$ cat src/hw/rtl/ngga_pkg.sv
// Types, constants and helper functions of the GGA sentence decoder.
`default_nettype none

package ngga_pkg;

	typedef enum logic [1:0] {
		PH_BODY   = 2'd0,
		PH_HEX_HI = 2'd1,
		PH_HEX_LO = 2'd2
	} ngga_phase_t;

	localparam logic [1:0] KIND_UNKNOWN = 2'd0;
	localparam logic [1:0] KIND_GGA     = 2'd1;
	localparam logic [1:0] KIND_VTG     = 2'd2;

	localparam logic [7:0] CH_DOLLAR = 8'h24;
	localparam logic [7:0] CH_STAR   = 8'h2A;
	localparam logic [7:0] CH_COMMA  = 8'h2C;
	localparam logic [7:0] CH_DOT    = 8'h2E;

	localparam logic [3:0] FLD_LAT      = 4'd2;
	localparam logic [3:0] FLD_LAT_HEMI = 4'd3;
	localparam logic [3:0] FLD_LON      = 4'd4;
	localparam logic [3:0] FLD_LON_HEMI = 4'd5;
	localparam logic [3:0] FLD_QUALITY  = 4'd6;
	localparam logic [3:0] FLD_AGE      = 4'd13;
	localparam logic [3:0] FLD_MAX      = 4'd15;

	localparam logic [2:0] HDR_LEN          = 3'd5;
	localparam logic [2:0] LAT_WHOLE_DIGITS = 3'd4;
	localparam logic [2:0] LON_WHOLE_DIGITS = 3'd5;
	localparam logic [2:0] FRAC_DIGITS      = 3'd5;
	localparam logic [2:0] DPOS_MAX         = 3'd7;

	localparam logic [2:0] MATCH_GPGGA = 3'b001;
	localparam logic [2:0] MATCH_GPVTG = 3'b010;
	localparam logic [2:0] MATCH_GNGGA = 3'b100;

	localparam logic [39:0] HDR_GPGGA = "GPGGA";
	localparam logic [39:0] HDR_GPVTG = "GPVTG";
	localparam logic [39:0] HDR_GNGGA = "GNGGA";

	typedef struct packed {
		logic        checksum_ok;
		logic [1:0]  sentence_kind;
		logic [13:0] lat_whole;
		logic [16:0] lat_fraction;
		logic [7:0]  lat_hemisphere;
		logic [16:0] lon_whole;
		logic [16:0] lon_fraction;
		logic [7:0]  lon_hemisphere;
		logic [2:0]  fix_quality;
		logic [6:0]  correction_age;
	} ngga_result_t;

	function automatic logic [7:0] hdr_char(input logic [39:0] hdr, input logic [2:0] pos);
		logic [7:0] ch;
		case (pos)
			3'd0: ch = hdr[39:32];
			3'd1: ch = hdr[31:24];
			3'd2: ch = hdr[23:16];
			3'd3: ch = hdr[15:8];
			3'd4: ch = hdr[7:0];
			default: ch = 8'd0;
		endcase
		return ch;
	endfunction

	function automatic logic is_digit(input logic [7:0] c);
		return (c >= 8'h30) && (c <= 8'h39);
	endfunction

	// Upper bit set means the character is not a hex digit.
	function automatic logic [4:0] hex_value(input logic [7:0] c);
		logic [4:0] v;
		if (c inside {[8'h30:8'h39]}) begin
			v = {1'b0, c[3:0]};
		end else if (c inside {[8'h41:8'h46], [8'h61:8'h66]}) begin
			v = {1'b0, c[3:0] + 4'd9};
		end else begin
			v = 5'b10000;
		end
		return v;
	endfunction

	// A decimal digit scaled by ten to the given power, powers nought to four.
	function automatic logic [16:0] scaled_digit(input logic [3:0] d, input logic [2:0] pow);
		logic [16:0] dw;
		logic [16:0] r;
		dw = {13'd0, d};
		case (pow)
			3'd0: r = dw;
			3'd1: r = dw * 17'd10;
			3'd2: r = dw * 17'd100;
			3'd3: r = dw * 17'd1000;
			default: r = dw * 17'd10000;
		endcase
		return r;
	endfunction

endpackage

`default_nettype wire

$ cat src/hw/rtl/ngga_core.sv
// Sentence state, field accumulators and result formation of the GGA decoder.
`default_nettype none

module ngga_core (
	input  wire logic                clk,
	input  wire logic                arst_n,
	input  wire logic                step,
	input  wire logic [7:0]          ch,
	output logic                     result_fire,
	output ngga_pkg::ngga_result_t   result
);
	import ngga_pkg::*;

	ngga_phase_t phase_q, phase_d;
	logic        in_sentence_q, in_sentence_d;
	logic [7:0]  xor_q, xor_d;
	logic [3:0]  hex_hi_q, hex_hi_d;
	logic        hex_bad_q, hex_bad_d;
	logic [2:0]  hdr_pos_q, hdr_pos_d;
	logic [2:0]  match_q, match_d;
	logic [3:0]  field_q, field_d;
	logic        dot_q, dot_d;
	logic [2:0]  dpos_q, dpos_d;
	logic [13:0] lat_whole_q, lat_whole_d;
	logic [16:0] lat_frac_q, lat_frac_d;
	logic [16:0] lon_whole_q, lon_whole_d;
	logic [16:0] lon_frac_q, lon_frac_d;
	logic [7:0]  lat_letter_q, lat_letter_d;
	logic [7:0]  lon_letter_q, lon_letter_d;
	logic [2:0]  quality_q, quality_d;
	logic [6:0]  age_q, age_d;

	logic [3:0]  dval;
	logic        dig;
	logic [2:0]  dpos_inc;
	logic [2:0]  lat_pow;
	logic [2:0]  lon_pow;
	logic [2:0]  frac_pow;
	logic [16:0] frac_add;
	logic [16:0] lat_add;
	logic [16:0] age_add;
	logic [4:0]  hv;
	logic [3:0]  hex_lo;
	logic        ok;
	logic [1:0]  kind;
	logic        gga;

	assign dval     = ch[3:0];
	assign dig      = is_digit(ch);
	assign dpos_inc = (dpos_q < DPOS_MAX) ? dpos_q + 3'd1 : dpos_q;
	assign lat_pow  = LAT_WHOLE_DIGITS - 3'd1 - dpos_q;
	assign lon_pow  = LON_WHOLE_DIGITS - 3'd1 - dpos_q;
	assign frac_pow = FRAC_DIGITS - 3'd1 - dpos_q;
	assign frac_add = scaled_digit(dval, frac_pow);
	assign lat_add  = scaled_digit(dval, lat_pow);
	assign age_add  = scaled_digit(dval, 3'd1);

	always_comb begin
		phase_d = phase_q;
		if (step) begin
			if (ch == CH_DOLLAR) begin
				phase_d = PH_BODY;
			end else if (in_sentence_q) begin
				case (phase_q)
					PH_BODY: begin
						if (ch == CH_STAR) begin
							phase_d = PH_HEX_HI;
						end
					end
					PH_HEX_HI: phase_d = PH_HEX_LO;
					PH_HEX_LO: phase_d = PH_BODY;
					default:   phase_d = PH_BODY;
				endcase
			end
		end
	end

	always_comb begin
		in_sentence_d = in_sentence_q;
		xor_d         = xor_q;
		hex_hi_d      = hex_hi_q;
		hex_bad_d     = hex_bad_q;
		hdr_pos_d     = hdr_pos_q;
		match_d       = match_q;
		field_d       = field_q;
		dot_d         = dot_q;
		dpos_d        = dpos_q;
		lat_whole_d   = lat_whole_q;
		lat_frac_d    = lat_frac_q;
		lon_whole_d   = lon_whole_q;
		lon_frac_d    = lon_frac_q;
		lat_letter_d  = lat_letter_q;
		lon_letter_d  = lon_letter_q;
		quality_d     = quality_q;
		age_d         = age_q;
		if (step) begin
			if (ch == CH_DOLLAR) begin
				in_sentence_d = 1'b1;
				xor_d         = 8'd0;
				hex_hi_d      = 4'd0;
				hex_bad_d     = 1'b0;
				hdr_pos_d     = 3'd0;
				match_d       = MATCH_GPGGA | MATCH_GPVTG | MATCH_GNGGA;
				field_d       = 4'd0;
				dot_d         = 1'b0;
				dpos_d        = 3'd0;
				lat_whole_d   = 14'd0;
				lat_frac_d    = 17'd0;
				lon_whole_d   = 17'd0;
				lon_frac_d    = 17'd0;
				lat_letter_d  = 8'd0;
				lon_letter_d  = 8'd0;
				quality_d     = 3'd0;
				age_d         = 7'd0;
			end else if (in_sentence_q) begin
				case (phase_q)
					PH_BODY: begin
						if (ch == CH_STAR) begin
							hex_bad_d = 1'b0;
						end else begin
							xor_d = xor_q ^ ch;
							if (hdr_pos_q < HDR_LEN) begin
								if (ch != hdr_char(HDR_GPGGA, hdr_pos_q)) begin
									match_d[0] = 1'b0;
								end
								if (ch != hdr_char(HDR_GPVTG, hdr_pos_q)) begin
									match_d[1] = 1'b0;
								end
								if (ch != hdr_char(HDR_GNGGA, hdr_pos_q)) begin
									match_d[2] = 1'b0;
								end
								hdr_pos_d = hdr_pos_q + 3'd1;
							end else if (ch == CH_COMMA) begin
								if (field_q < FLD_MAX) begin
									field_d = field_q + 4'd1;
								end
								dot_d  = 1'b0;
								dpos_d = 3'd0;
							end else begin
								case (field_q)
									FLD_LAT: begin
										if (ch == CH_DOT) begin
											if (!dot_q) begin
												dot_d  = 1'b1;
												dpos_d = 3'd0;
											end
										end else if (dig) begin
											if (!dot_q) begin
												if (dpos_q < LAT_WHOLE_DIGITS) begin
													lat_whole_d = lat_whole_q
														+ lat_add[13:0];
												end
											end else if (dpos_q < FRAC_DIGITS) begin
												lat_frac_d = lat_frac_q + frac_add;
											end
											dpos_d = dpos_inc;
										end
									end
									FLD_LAT_HEMI: begin
										if (ch inside {[8'h41:8'h5A]}) begin
											lat_letter_d = ch;
										end
									end
									FLD_LON: begin
										if (ch == CH_DOT) begin
											if (!dot_q) begin
												dot_d  = 1'b1;
												dpos_d = 3'd0;
											end
										end else if (dig) begin
											if (!dot_q) begin
												if (dpos_q < LON_WHOLE_DIGITS) begin
													lon_whole_d = lon_whole_q
														+ scaled_digit(dval, lon_pow);
												end
											end else if (dpos_q < FRAC_DIGITS) begin
												lon_frac_d = lon_frac_q + frac_add;
											end
											dpos_d = dpos_inc;
										end
									end
									FLD_LON_HEMI: begin
										if (ch inside {[8'h41:8'h5A]}) begin
											lon_letter_d = ch;
										end
									end
									FLD_QUALITY: begin
										if (ch inside {[8'h30:8'h35]}) begin
											quality_d = ch[2:0];
										end
									end
									FLD_AGE: begin
										if (dig) begin
											if (dpos_q == 3'd0) begin
												age_d = age_q + age_add[6:0];
											end else if (dpos_q == 3'd1) begin
												age_d = age_q + {3'd0, dval};
											end
											dpos_d = dpos_inc;
										end
									end
									default: begin
									end
								endcase
							end
						end
					end
					PH_HEX_HI: begin
						if (hv[4]) begin
							hex_bad_d = 1'b1;
							hex_hi_d  = 4'd0;
						end else begin
							hex_hi_d = hv[3:0];
						end
					end
					PH_HEX_LO: in_sentence_d = 1'b0;
					default:   in_sentence_d = 1'b0;
				endcase
			end
		end
	end

	always_comb begin
		hv     = hex_value(ch);
		hex_lo = hv[4] ? 4'd0 : hv[3:0];
		ok     = !(hex_bad_q || hv[4]) && ({hex_hi_q, hex_lo} == xor_q);
		kind   = KIND_UNKNOWN;
		if (hdr_pos_q == HDR_LEN) begin
			if ((match_q & (MATCH_GPGGA | MATCH_GNGGA)) != 3'd0) begin
				kind = KIND_GGA;
			end else if ((match_q & MATCH_GPVTG) != 3'd0) begin
				kind = KIND_VTG;
			end
		end
		gga = ok && (kind == KIND_GGA);
		result_fire = step && (ch != CH_DOLLAR) && in_sentence_q && (phase_q == PH_HEX_LO);
		result.checksum_ok    = ok;
		result.sentence_kind  = kind;
		result.lat_whole      = gga ? lat_whole_q  : 14'd0;
		result.lat_fraction   = gga ? lat_frac_q   : 17'd0;
		result.lat_hemisphere = gga ? lat_letter_q : 8'd0;
		result.lon_whole      = gga ? lon_whole_q  : 17'd0;
		result.lon_fraction   = gga ? lon_frac_q   : 17'd0;
		result.lon_hemisphere = gga ? lon_letter_q : 8'd0;
		result.fix_quality    = gga ? quality_q    : 3'd0;
		result.correction_age = gga ? age_q        : 7'd0;
	end

	always_ff @(posedge clk or negedge arst_n) begin
		if (!arst_n) begin
			phase_q       <= PH_BODY;
			in_sentence_q <= 1'b0;
			xor_q         <= 8'd0;
			hex_hi_q      <= 4'd0;
			hex_bad_q     <= 1'b0;
			hdr_pos_q     <= 3'd0;
			match_q       <= MATCH_GPGGA | MATCH_GPVTG | MATCH_GNGGA;
			field_q       <= 4'd0;
			dot_q         <= 1'b0;
			dpos_q        <= 3'd0;
			lat_whole_q   <= 14'd0;
			lat_frac_q    <= 17'd0;
			lon_whole_q   <= 17'd0;
			lon_frac_q    <= 17'd0;
			lat_letter_q  <= 8'd0;
			lon_letter_q  <= 8'd0;
			quality_q     <= 3'd0;
			age_q         <= 7'd0;
		end else begin
			phase_q       <= phase_d;
			in_sentence_q <= in_sentence_d;
			xor_q         <= xor_d;
			hex_hi_q      <= hex_hi_d;
			hex_bad_q     <= hex_bad_d;
			hdr_pos_q     <= hdr_pos_d;
			match_q       <= match_d;
			field_q       <= field_d;
			dot_q         <= dot_d;
			dpos_q        <= dpos_d;
			lat_whole_q   <= lat_whole_d;
			lat_frac_q    <= lat_frac_d;
			lon_whole_q   <= lon_whole_d;
			lon_frac_q    <= lon_frac_d;
			lat_letter_q  <= lat_letter_d;
			lon_letter_q  <= lon_letter_d;
			quality_q     <= quality_d;
			age_q         <= age_d;
		end
	end

endmodule

`default_nettype wire

$ cat src/hw/rtl/ngga_out_reg.sv
// Result register of the GGA decoder, holding one beat until it is taken.
`default_nettype none

module ngga_out_reg (
	input  wire logic                   clk,
	input  wire logic                   arst_n,
	input  wire logic                   load,
	input  wire ngga_pkg::ngga_result_t result_d,
	input  wire logic                   result_ready,
	output logic                        result_valid,
	output ngga_pkg::ngga_result_t      result_q,
	output logic                        advance
);
	import ngga_pkg::*;

	logic valid_q;

	assign advance      = !valid_q || result_ready;
	assign result_valid = valid_q;

	always_ff @(posedge clk or negedge arst_n) begin
		if (!arst_n) begin
			valid_q <= 1'b0;
		end else if (advance) begin
			valid_q <= load;
		end
	end

	always_ff @(posedge clk) begin
		if (advance && load) begin
			result_q <= result_d;
		end
	end

endmodule

`default_nettype wire

$ cat src/hw/rtl/nmea_gga_sentence_decoder.sv
// Top level of the GGA sentence decoder: character register, parser core and result register.
//
//   Channel  Direction  Handshake                   Payload
//   char     in         char_valid / char_ready     char_in
//   result   out        result_valid / result_ready checksum_ok .. correction_age
//
// One character is taken every cycle while the result side is not stalled.
// A character is registered, then parsed once the result side is not stalled; a result
// beat is registered when the second checksum digit is parsed, and is then shown as valid.
// A held result beat stalls the parser, and char_ready then drops once the
// character register is full. Reset clears all control and parser state at once.
`default_nettype none

module nmea_gga_sentence_decoder (
	input  wire logic        clk,
	input  wire logic        arst_n,
	input  wire logic        char_valid,
	output logic             char_ready,
	input  wire logic [7:0]  char_in,
	output logic             result_valid,
	input  wire logic        result_ready,
	output logic             checksum_ok,
	output logic [1:0]       sentence_kind,
	output logic [13:0]      lat_whole,
	output logic [16:0]      lat_fraction,
	output logic [7:0]       lat_hemisphere,
	output logic [16:0]      lon_whole,
	output logic [16:0]      lon_fraction,
	output logic [7:0]       lon_hemisphere,
	output logic [2:0]       fix_quality,
	output logic [6:0]       correction_age
);
	import ngga_pkg::*;

	logic         char_valid_s1;
	logic [7:0]   char_s1;
	logic         advance;
	logic         step;
	logic         fire;
	ngga_result_t res_d;
	ngga_result_t res_q;

	assign char_ready = !char_valid_s1 || advance;
	assign step       = char_valid_s1 && advance;

	always_ff @(posedge clk or negedge arst_n) begin
		if (!arst_n) begin
			char_valid_s1 <= 1'b0;
		end else if (char_ready) begin
			char_valid_s1 <= char_valid;
		end
	end

	always_ff @(posedge clk) begin
		if (char_valid && char_ready) begin
			char_s1 <= char_in;
		end
	end

	ngga_core u_core (
		.clk         (clk),
		.arst_n      (arst_n),
		.step        (step),
		.ch          (char_s1),
		.result_fire (fire),
		.result      (res_d)
	);

	ngga_out_reg u_out (
		.clk          (clk),
		.arst_n       (arst_n),
		.load         (fire),
		.result_d     (res_d),
		.result_ready (result_ready),
		.result_valid (result_valid),
		.result_q     (res_q),
		.advance      (advance)
	);

	assign checksum_ok    = res_q.checksum_ok;
	assign sentence_kind  = res_q.sentence_kind;
	assign lat_whole      = res_q.lat_whole;
	assign lat_fraction   = res_q.lat_fraction;
	assign lat_hemisphere = res_q.lat_hemisphere;
	assign lon_whole      = res_q.lon_whole;
	assign lon_fraction   = res_q.lon_fraction;
	assign lon_hemisphere = res_q.lon_hemisphere;
	assign fix_quality    = res_q.fix_quality;
	assign correction_age = res_q.correction_age;

endmodule

`default_nettype wire

$ cat config.mk
export PLATFORM = sky130hd
export DESIGN_NAME = nmea_gga_sentence_decoder
export DESIGN_NICKNAME = d
export VERILOG_FILES = /design/src/hw/rtl/ngga_pkg.sv /design/src/hw/rtl/ngga_core.sv /design/src/hw/rtl/ngga_out_reg.sv /design/src/hw/rtl/nmea_gga_sentence_decoder.sv
export SDC_FILE = /design/constraint.sdc
export NUM_CORES = 1
export LEC_CHECK = 0
export ABC_CLOCK_PERIOD_IN_PS = 10550
export BUFFER_PORTS_ARGS = -buffer_cell sky130_fd_sc_hd__buf_2
export CAP_MARGIN = 20
export CORE_UTILIZATION = 31
export DETAILED_ROUTE_END_ITERATION = 8
export GPL_ROUTABILITY_DRIVEN = 0
export PLACE_DENSITY = 0.58
export SLEW_MARGIN = 20
export SYNTH_ARGS = -nofsm -noshare
export SYNTH_HDL_FRONTEND = slang
export SYNTH_SLANG_ARGS = --single-unit
$ cat constraint.sdc
create_clock -name clk -period 10.55 [get_ports clk]
set_clock_uncertainty 0.15 [all_clocks]
set_input_delay 1.5825 -clock clk [delete_from_list [all_inputs] [get_ports clk]]
set_output_delay 1.5825 -clock clk [all_outputs]
set_load 0.02 [all_outputs]
==> qor.yml <==
setup_ws_ns: 4.725
dr.pass1.iters: 6
die_x_um: 215.2
nFillCells: 4460
cts_setup_buffers: 0
p_leak_uw: 0.007865
max-slew-margin-rel: 0.3183
synth_nets: 1546
min_from: "u_core.match_q[0]"
synth-edff-count: 102
ys_top_cells_by_area: "edfxtp_1, dfrtp_1, ha_1"
die_h_um: 215.2
rows: 77
antenna_left: 0
grt_pass1_wl_um: 59690
track_usage: 0.1600
cts_max_level: 1
finalCritPeriodShare: 0.5521
hold-path-endpoint: "u_core.match_q[0]"
yosys.area.top_type: "edfxtp_1"
p_per_area_nw_per_um2: 157.7
fmax_mhz: 171.7
via_per_inst: 5.198
start_util: 0.3166
start_kind: "flop"
hold_path_class: "flop to flop"
cts_buffers: 26
preCtsSetupSlack_ns: 4.798
cts.clk_slew.worst_paths_ns: 0.06
cts_tree: "yes"
worst_slew_pin_slew_ns: 1.010
placed_area_um2: 15220
grt_overflow_total: 0
cts_sinks: 225
synth_common_cells: "ha_1, dfrtp_1, nand2_1"
ff2ff_setup_slack_ns: 4.73
yosysWarnings: 0
tns_ns: 0
port_buffers: 107
dieArea_um2: 46310
vdd_drop_max_v: 0.00008819
cts_root_buf: "clkbuf_16"
synthDistinctLibCells: 69
synth_top_area_frac: 0.2174
ys_seq_area_frac: 0.4361
cp.arrival_ns: 6.13
top_layer: "met4"
outcome: "finished, final reports clean"
avgSynthCellArea_um2: 10.13
finalNetCount: 1626
routedWlPerCell_um: 17.81
whs_path_depth: 2
hold_violations: 0
synthCells: 1391
diodes: 0
drt-initial-drc-count: 758
endpoint_kind: "flop"
final_cell_area_um2: 16220
routed_wl_um: 37090
regArea_um2: 6145
comb_power_share: 0.213
sw_frac_of_total: 0.2870
cts_buffer_depth: 3
worstSkewPairLatency_ns: 0.55
met2_length_um: 17850
rsz0062_at_grt: "no"
path_max_fanout: 22
slew_violations: 0
remaining_drc_errors: 0
antenna_found_initial: 0
netlist_area_um2: 14090
grt_pass1_vias: 10710
post_cts_resized: 0
ff2ff_path_depth: 18
required_ns: 10.86
cap_violations: 0
drt-met1-wl_um: 16900
yosysMostFrequentCell: "ha_1"
switching_power_uw: 734.1
core_region_area_um2: 44510
pwr-share-clk: 0.409
r2r-start: "char_s1[2]"
vias: 10830
intPower_uw: 1824
synth_seq_cells: 225
timing.final.crit_period_ns: 5.825
dp.final_hpwl_um: 26830
area_growth_pct: 15.13
ioPinCount: 108
ctsHoldBuffers: 0
ys.flop_type: "dfrtp_1"
multi_input_comb_area_um2: 7500
setup_viol: 0
seq_power_share: 0.379
dr_wl_met3_um: 1609
worstReg2RegEnd: "u_core.lon_frac_q[16]"
drive_gt1_frac: 0.1328
path_class: "flop to flop"
postSynth.asyncResetShare: 0.5467
grt_max_degree: 93
==> flip-flops by register name (all words and copies together) (netlist names), 2 cells and up <==
| register | flops |
|---|---|
| u_out.result_q | 94 |
| u_core.lat_frac_q | 17 |
| u_core.lon_frac_q | 17 |
| u_core.lon_whole_q | 17 |
| u_core.lat_whole_q | 14 |
| char_s1 | 8 |
| u_core.lat_letter_q | 8 |
| u_core.lon_letter_q | 8 |
| u_core.xor_q | 8 |
| u_core.age_q | 7 |
| u_core.field_q | 4 |
| u_core.hex_hi_q | 4 |
| u_core.dpos_q | 3 |
| u_core.hdr_pos_q | 3 |
| u_core.match_q | 3 |
| u_core.quality_q | 3 |
| u_core.phase_q | 2 |
==> power groups by stage <==
| stage | combinational [uW] | sequential, uW | clock [uW] |
|---|---|---|---|
| floorplan | 406 | 977 | 0 |
| global placement | 527 | 984 | 0 |
| detailed placement | 537 | 985 | 0 |
| CTS | 539 | 968 | 1070 |
| global route | 606 | 972 | 1110 |
| finish | 544 | 968 | 1050 |
==> critical path, stage by stage (launching register included) <==
cell	delay (ns)
edfxtp_1	0.32
buf_4	0.29
clkinv_1	0.39
ha_1	0.41
inv_1	0.11
fa_1	0.53
inv_1	0.07
fa_1	0.42
nor2b_1	0.15
o311ai_0	0.86
ha_1	0.44
nand3_1	0.11
o22ai_1	0.09
or3_1	0.33
o221ai_1	0.25
o21ai_0	0.17
xor2_1	0.17
or4_1	0.40
o21ai_0	0.08
==> through the flow <==
stage	total power [uW]	util	instances	hold WS [ns]
floorplan	1383	-	1391	0.3043
global placement	1511	0.3419	2035	0.3268
detailed placement	1522	0.3419	2035	0.3254
CTS	2579	0.3644	2083	0.3373
global route	2686	0.3645	2083	0.3661
finish	2558	0.3645	2083	0.3317
==> cells by family (layout without fill, tap and decap cells) <==
family | Yosys count | in the layout | share of synthesized area
adder cells (fa/ha/maj) | 143 | 143 | 0.1355
AO/OA/AOI/OAI | 371 | 371 | 0.1717
flip-flops | 225 | 225 | 0.4361
AND/OR/NAND/NOR | 423 | 423 | 0.1533
XOR/XNOR | 86 | 86 | 0.05346
buffers and inverters | 121 | 221 | 0.03286
multiplexers | 22 | 22 | 0.01705
==> placed cells by master (no fill, tap or decap), types with 15 or more instances in the layout <==
master     Yosys  routed
xor2_1        37      37
ha_1         127     127
buf_2          4     106
nor3_1        15      15
fa_1          16      16
inv_1         49      49
a21o_1        29      29
o31ai_1       38      38
dfrtp_1      120     120
o21ai_0       82      82
nand3_1       33      33
nand2_1      116     116
nor2_1        75      73
and3_1        99      98
mux2_2        16      16
a22o_1        29      29
a21oi_1       86      86
clkbuf_16      0      27
nor2b_1       18      18
xnor2_1       49      49
edfxtp_1     102     102
==> per-layer routing <==
metal	vias to the layer above	global-route usage
met2	269	0.2716
met4	0	0.04066
li1	5295	-
met1	5227	0.2145
met3	37	0.02038
met5	-	0
==> cell type report <==
class / instances / area share
multi-input cells: 1045 / 0.4623
inverters: 53 / 0.01226
flip-flops and latches: 225 / 0.3788
repair buffers: 120 / 0.03941
clock inverters: 17 / 0.01836
well taps: 592 / 0.04566
clock buffers: 31 / 0.04319
==> worst max-delay path by stage <==
stage / from / end
finish: char_s1[2] / u_core.lon_frac_q[16]
global route: char_s1[2] / u_core.lon_frac_q[16]
CTS: char_s1[2] / u_core.lon_frac_q[16]
detailed placement: char_s1[2] / u_core.lon_frac_q[16]
global placement: char_s1[2] / u_core.lon_frac_q[16]
floorplan: result_ready / u_out.result_q[0]
No activity file was read; power rests on OpenSTA's default activity.
